--- src/lpht_ram.sv ---
// Generic single-write, single-read RAM with registered read data.
// No dependencies.
module lpht_ram #(
  parameter int WIDTH = 8,
  parameter int DEPTH = 64
) (
  input  logic                     clk,
  input  logic                     we,
  input  logic [$clog2(DEPTH)-1:0] waddr,
  input  logic [WIDTH-1:0]         wdata,
  input  logic [$clog2(DEPTH)-1:0] raddr,
  output logic [WIDTH-1:0]         rdata
);

  logic [WIDTH-1:0] mem [DEPTH];

  always_ff @(posedge clk) begin
    if (we) begin
      mem[waddr] <= wdata;
    end
    rdata <= mem[raddr];
  end

endmodule

--- config.mk ---
export PLATFORM = sky130hd
export DESIGN_NAME = lpht_ram
export DESIGN_NICKNAME = d
export VERILOG_FILES = /design/src/lpht_ram.sv
export SDC_FILE = /design/constraint.sdc
export NUM_CORES = 1
export LEC_CHECK = 0
export ABC_AREA = 1
export ABC_CLOCK_PERIOD_IN_PS = 2000
export BUFFER_PORTS_ARGS = -buffer_cell sky130_fd_sc_hd__buf_2
export CAP_MARGIN = 15
export CORE_ASPECT_RATIO = 0.6
export CORE_MARGIN = 2
export CORE_UTILIZATION = 52
export CTS_BUF_LIST = sky130_fd_sc_hd__clkbuf_2 sky130_fd_sc_hd__clkbuf_4 sky130_fd_sc_hd__clkbuf_8
export DETAILED_ROUTE_END_ITERATION = 12
export PLACE_DENSITY = 0.78
export SLEW_MARGIN = 20
export SYNTH_ARGS = -nofsm -noshare
export SYNTH_HDL_FRONTEND = slang
export SYNTH_SLANG_ARGS = --single-unit
--- constraint.sdc ---
create_clock -name clk -period 2 [get_ports clk]
set_clock_uncertainty 0.2 [all_clocks]
set_input_delay 0.1 -clock clk [delete_from_list [all_inputs] [get_ports clk]]
set_output_delay 0.1 -clock clk [all_outputs]
set_load 0.01 [all_outputs]
==> summary.md <==
| Metric | Value |
|---|---|
| Max Cap Viol | `0` |
| Mean Syn Cell Area | `~12 um^2` |
| Yosys reg bits | `520` |
| Main combinational cell family by area after synthesis | `simple AND/OR/NAND/NOR gates` |
| Met3 usage | `7.42%` |
| Global-route wire length before repair | `slightly above 80000 um` |
| Vias | `between 10000 and 15000` |
| Power Density | `approximately 900 nW/um^2` |
| Worst Hold Class | `input pin to flip-flop` |
| Final Non-Filler Cells | `between 2000 and 3000` |
| Area growth, synth to finish | `12.9%` |
| CP Capture Type | `flip-flop` |
| Max clock buf depth | `3` |
| CP startpoint kind | `input pin` |
| Crit path kind | `input pin to flip-flop` |
| Commonest non-fill, non-tap cell in the layout | `nand2_1` |
| Layout cell share with drive strength beyond 1 | `a little over an eighth` |
| Met2 Track Usage GR | `between 30 and 40%` |
| Num CTS Buffers | `70` |
| Drt first-iter violations | `around 2400` |
| Post-Synth XOR/XNOR Area | `0%` |
| Gr ovfl total | `0` |
| Status | `completed` |
| CTS tree | `built` |
| Seq/Total Area, Yosys | `between 70% and 80%` |
| Adder-Cell Fraction of Synth Area | `0%` |
| Slew Viols, Final | `0` |
| Synthesized area | `between 20000 and 25000 um^2` |
| Ys flop type | `edfxtp_1` |
| Number of fill cells | `just over 3000` |
| Crit Path Max Fanout | `9` |
| Max Clk Rate | `521 MHz` |
| Post-synth EDFFs | `512` |
| Ports | `30` |
| Die width | `roughly 270 um` |
| Asr flop ratio synth | `0%` |
| Net Count, Synth | `~1800` |
| Detailed Route WL | `54300 um` |
| Number of remaining DRC errors | `0` |
| Post-Synth Simple-Gate Area | `a little under a quarter` |
| CTS Sinks | `between 500 and 600` |
| Initial antenna violation count | `0` |
| VDD IR-drop max | `around 0.64 mV` |
| Slowest cell on the critical path | `dlygate4sd3_1` |
| Vias per cell | `between 5 and 6` |
| Final Instance Area | `between 20000 and 25000 um^2` |
| Final worst path period share | `96.0%` |
| Die height | `~160 um` |
| Cells after Synth | `~1800` |
| Hold Crit Start | `raddr[1]` |
| Initial core utilization | `~53%` |
| Input/output buffers | `29` |
| Wire per inst | `21.6 um` |
| Worst rel slew slack | `24.2%` |
| Crit path DAT | `a little over 2000 ps` |
| Data required, critical path | `2130 ps` |
| Clk Tree Root Cell | `clkbuf_8` |
| # H-tree levels | `3` |
| Fin nets | `1955` |
| Critical-path cell list | `dlygate4sd3_1 > buf_6 > nand4_1 > buf_4 > nor4_2 > dlygate4sd3_1 > buf_4` |
| Dominant cells by area after synthesis | `edfxtp_1 72%, nand2_1 11%, nand3_1 10%, buf_6 1.8%, nor2_1 0.99%` |
| CP Launch Point | `we` |
| Synth warn | `0` |
| Synth top area share | `a little over 70%` |
| GR Util All Layers | `between 20% and 30%` |
| Post-route ant nets | `0` |
| Final-report hold violation count | `0` |
| Detailed Routing Iterations Pass 1 | `6` |
| DP Area | `around 23000 um^2` |
| Pin count of the biggest net entering global routing | `76` |
| Worst Tran Pin Value | `~1100 ps` |
| Core footprint | `slightly above 40000 um^2` |
| Pre-CTS setup slack | `115 ps` |
| Placer Congestion | `between 0.9 and 1` |
| Most Crowded Layer GR | `met1` |
| Compound-Gate Fraction of Synth Area | `0%` |
| Post-route minimum period | `roughly 1900 ps` |
| GR Layer Usage met1 | `between 30% and 40%` |
| Worst skew pair latency | `640 ps` |
| Hpwl dp | `about 33000 um` |
| Die area | `42700 um^2` |
| Setup slack after layout | `between 80 and 90 ps` |
| FP Rows | `57` |
| Vias in the first global route | `~14000` |
| Post-synthesis mux area share | `0%` |
| Ant diodes | `0` |
| Synth area leader | `edfxtp_1` |
| R2R Path Start | `mem[51][2]$_DFFE_PP_` |
| Final Core Density | `between 50% and 60%` |
| Total power | `about 22 mW` |
| DP Cell Count | `2375` |
| Netlist cell types | `16` |
| Clock slew at reported path FFs | `~60 ps` |
| Most frequent cells in the layout | `648 x nand2_1, 512 x edfxtp_1, 437 x nand3_1` |
| # setup viols final | `0` |
| Leak pwr | `roughly 8.9 nW` |
| Critical path's largest stage delay | `approximately 590 ps` |
[timing repair]
action | CTS | global route
setup endpoints to repair | 0 | 9
resized for setup | 0 | 6
hold buffers | 17 | 0
endpoints found under the hold margin | 445 | 0
buffers inserted | 0 | 0
[stage by stage]
step / hold slack (ps) / setup TNS [ps]
after global routing: 42.9 / -6.61
after floorplan: -1.13 / -4230
final: 32.7 / 0
after global placement: 249 / 0
after detailed placement: 267 / 0
after CTS: 5.88 / 0
[kinds of logic after synthesis]
kind of cell,after synthesis
buffers and inverters,125
AND/OR/NAND/NOR,1160
flip-flops,520
[path summary, 6_finish.rpt]
check	end	slack (ps)	cells past startpoint
setup / recovery	mem[49][5]$_DFFE_PP_	80	7
hold / removal	rdata[1]$_DFF_P_	30	9
setup reg to reg	rdata[2]$_DFF_P_	130	9
hold reg to reg	rdata[1]$_DFF_P_	620	8
[cell usage after synthesis (2+ instances only)]
cell        n
dfxtp_1     8
nand4_1     9
nor4_1      8
clkbuf_1   15
buf_4      14
buf_8       2
nand3_1   439
edfxtp_1  512
buf_1      10
nor2_1     56
inv_1      10
buf_2      37
nand2_1   648
buf_6      35
[report_power, final]
part	total (mW)	internal (mW)	switching, mW
Sequential	12.1	12.1	0.0408
Combinational	1.54	0.441	1.10
Clock	7.98	4.11	3.87
Total	21.6	16.6	5.01
[state kept, by name, indices dropped and copies added (netlist names)]
signal and count:
mem 512, rdata 8
[layout make-up]
class                   instances  area (um^2)  share of cell area [%]
inverters                      12         52.6                   0.218
repair buffers                169         1520                    6.29
well taps                     531          664                    2.76
clock buffers                 104         1240                    5.16
clock inverters                19          118                   0.488
multi-input cells            1160         4960                    20.6
flip-flops and latches        520        15500                    64.5
[critical path: cells and delay by family]
kind | cells | cell delay, ps
buffers and inverters | 5 | 1680
AND/OR/NAND/NOR | 2 | 260
[routing by layer]
metal	wire length (um)	share of wire, %	vias up
met5	0	0	-
li1	-	-	6601
met3	7220	13	110
met2	23200	43	950
met4	1310	2.4	0
met1	22600	42	7066
(Power assumes the default switching activity.)
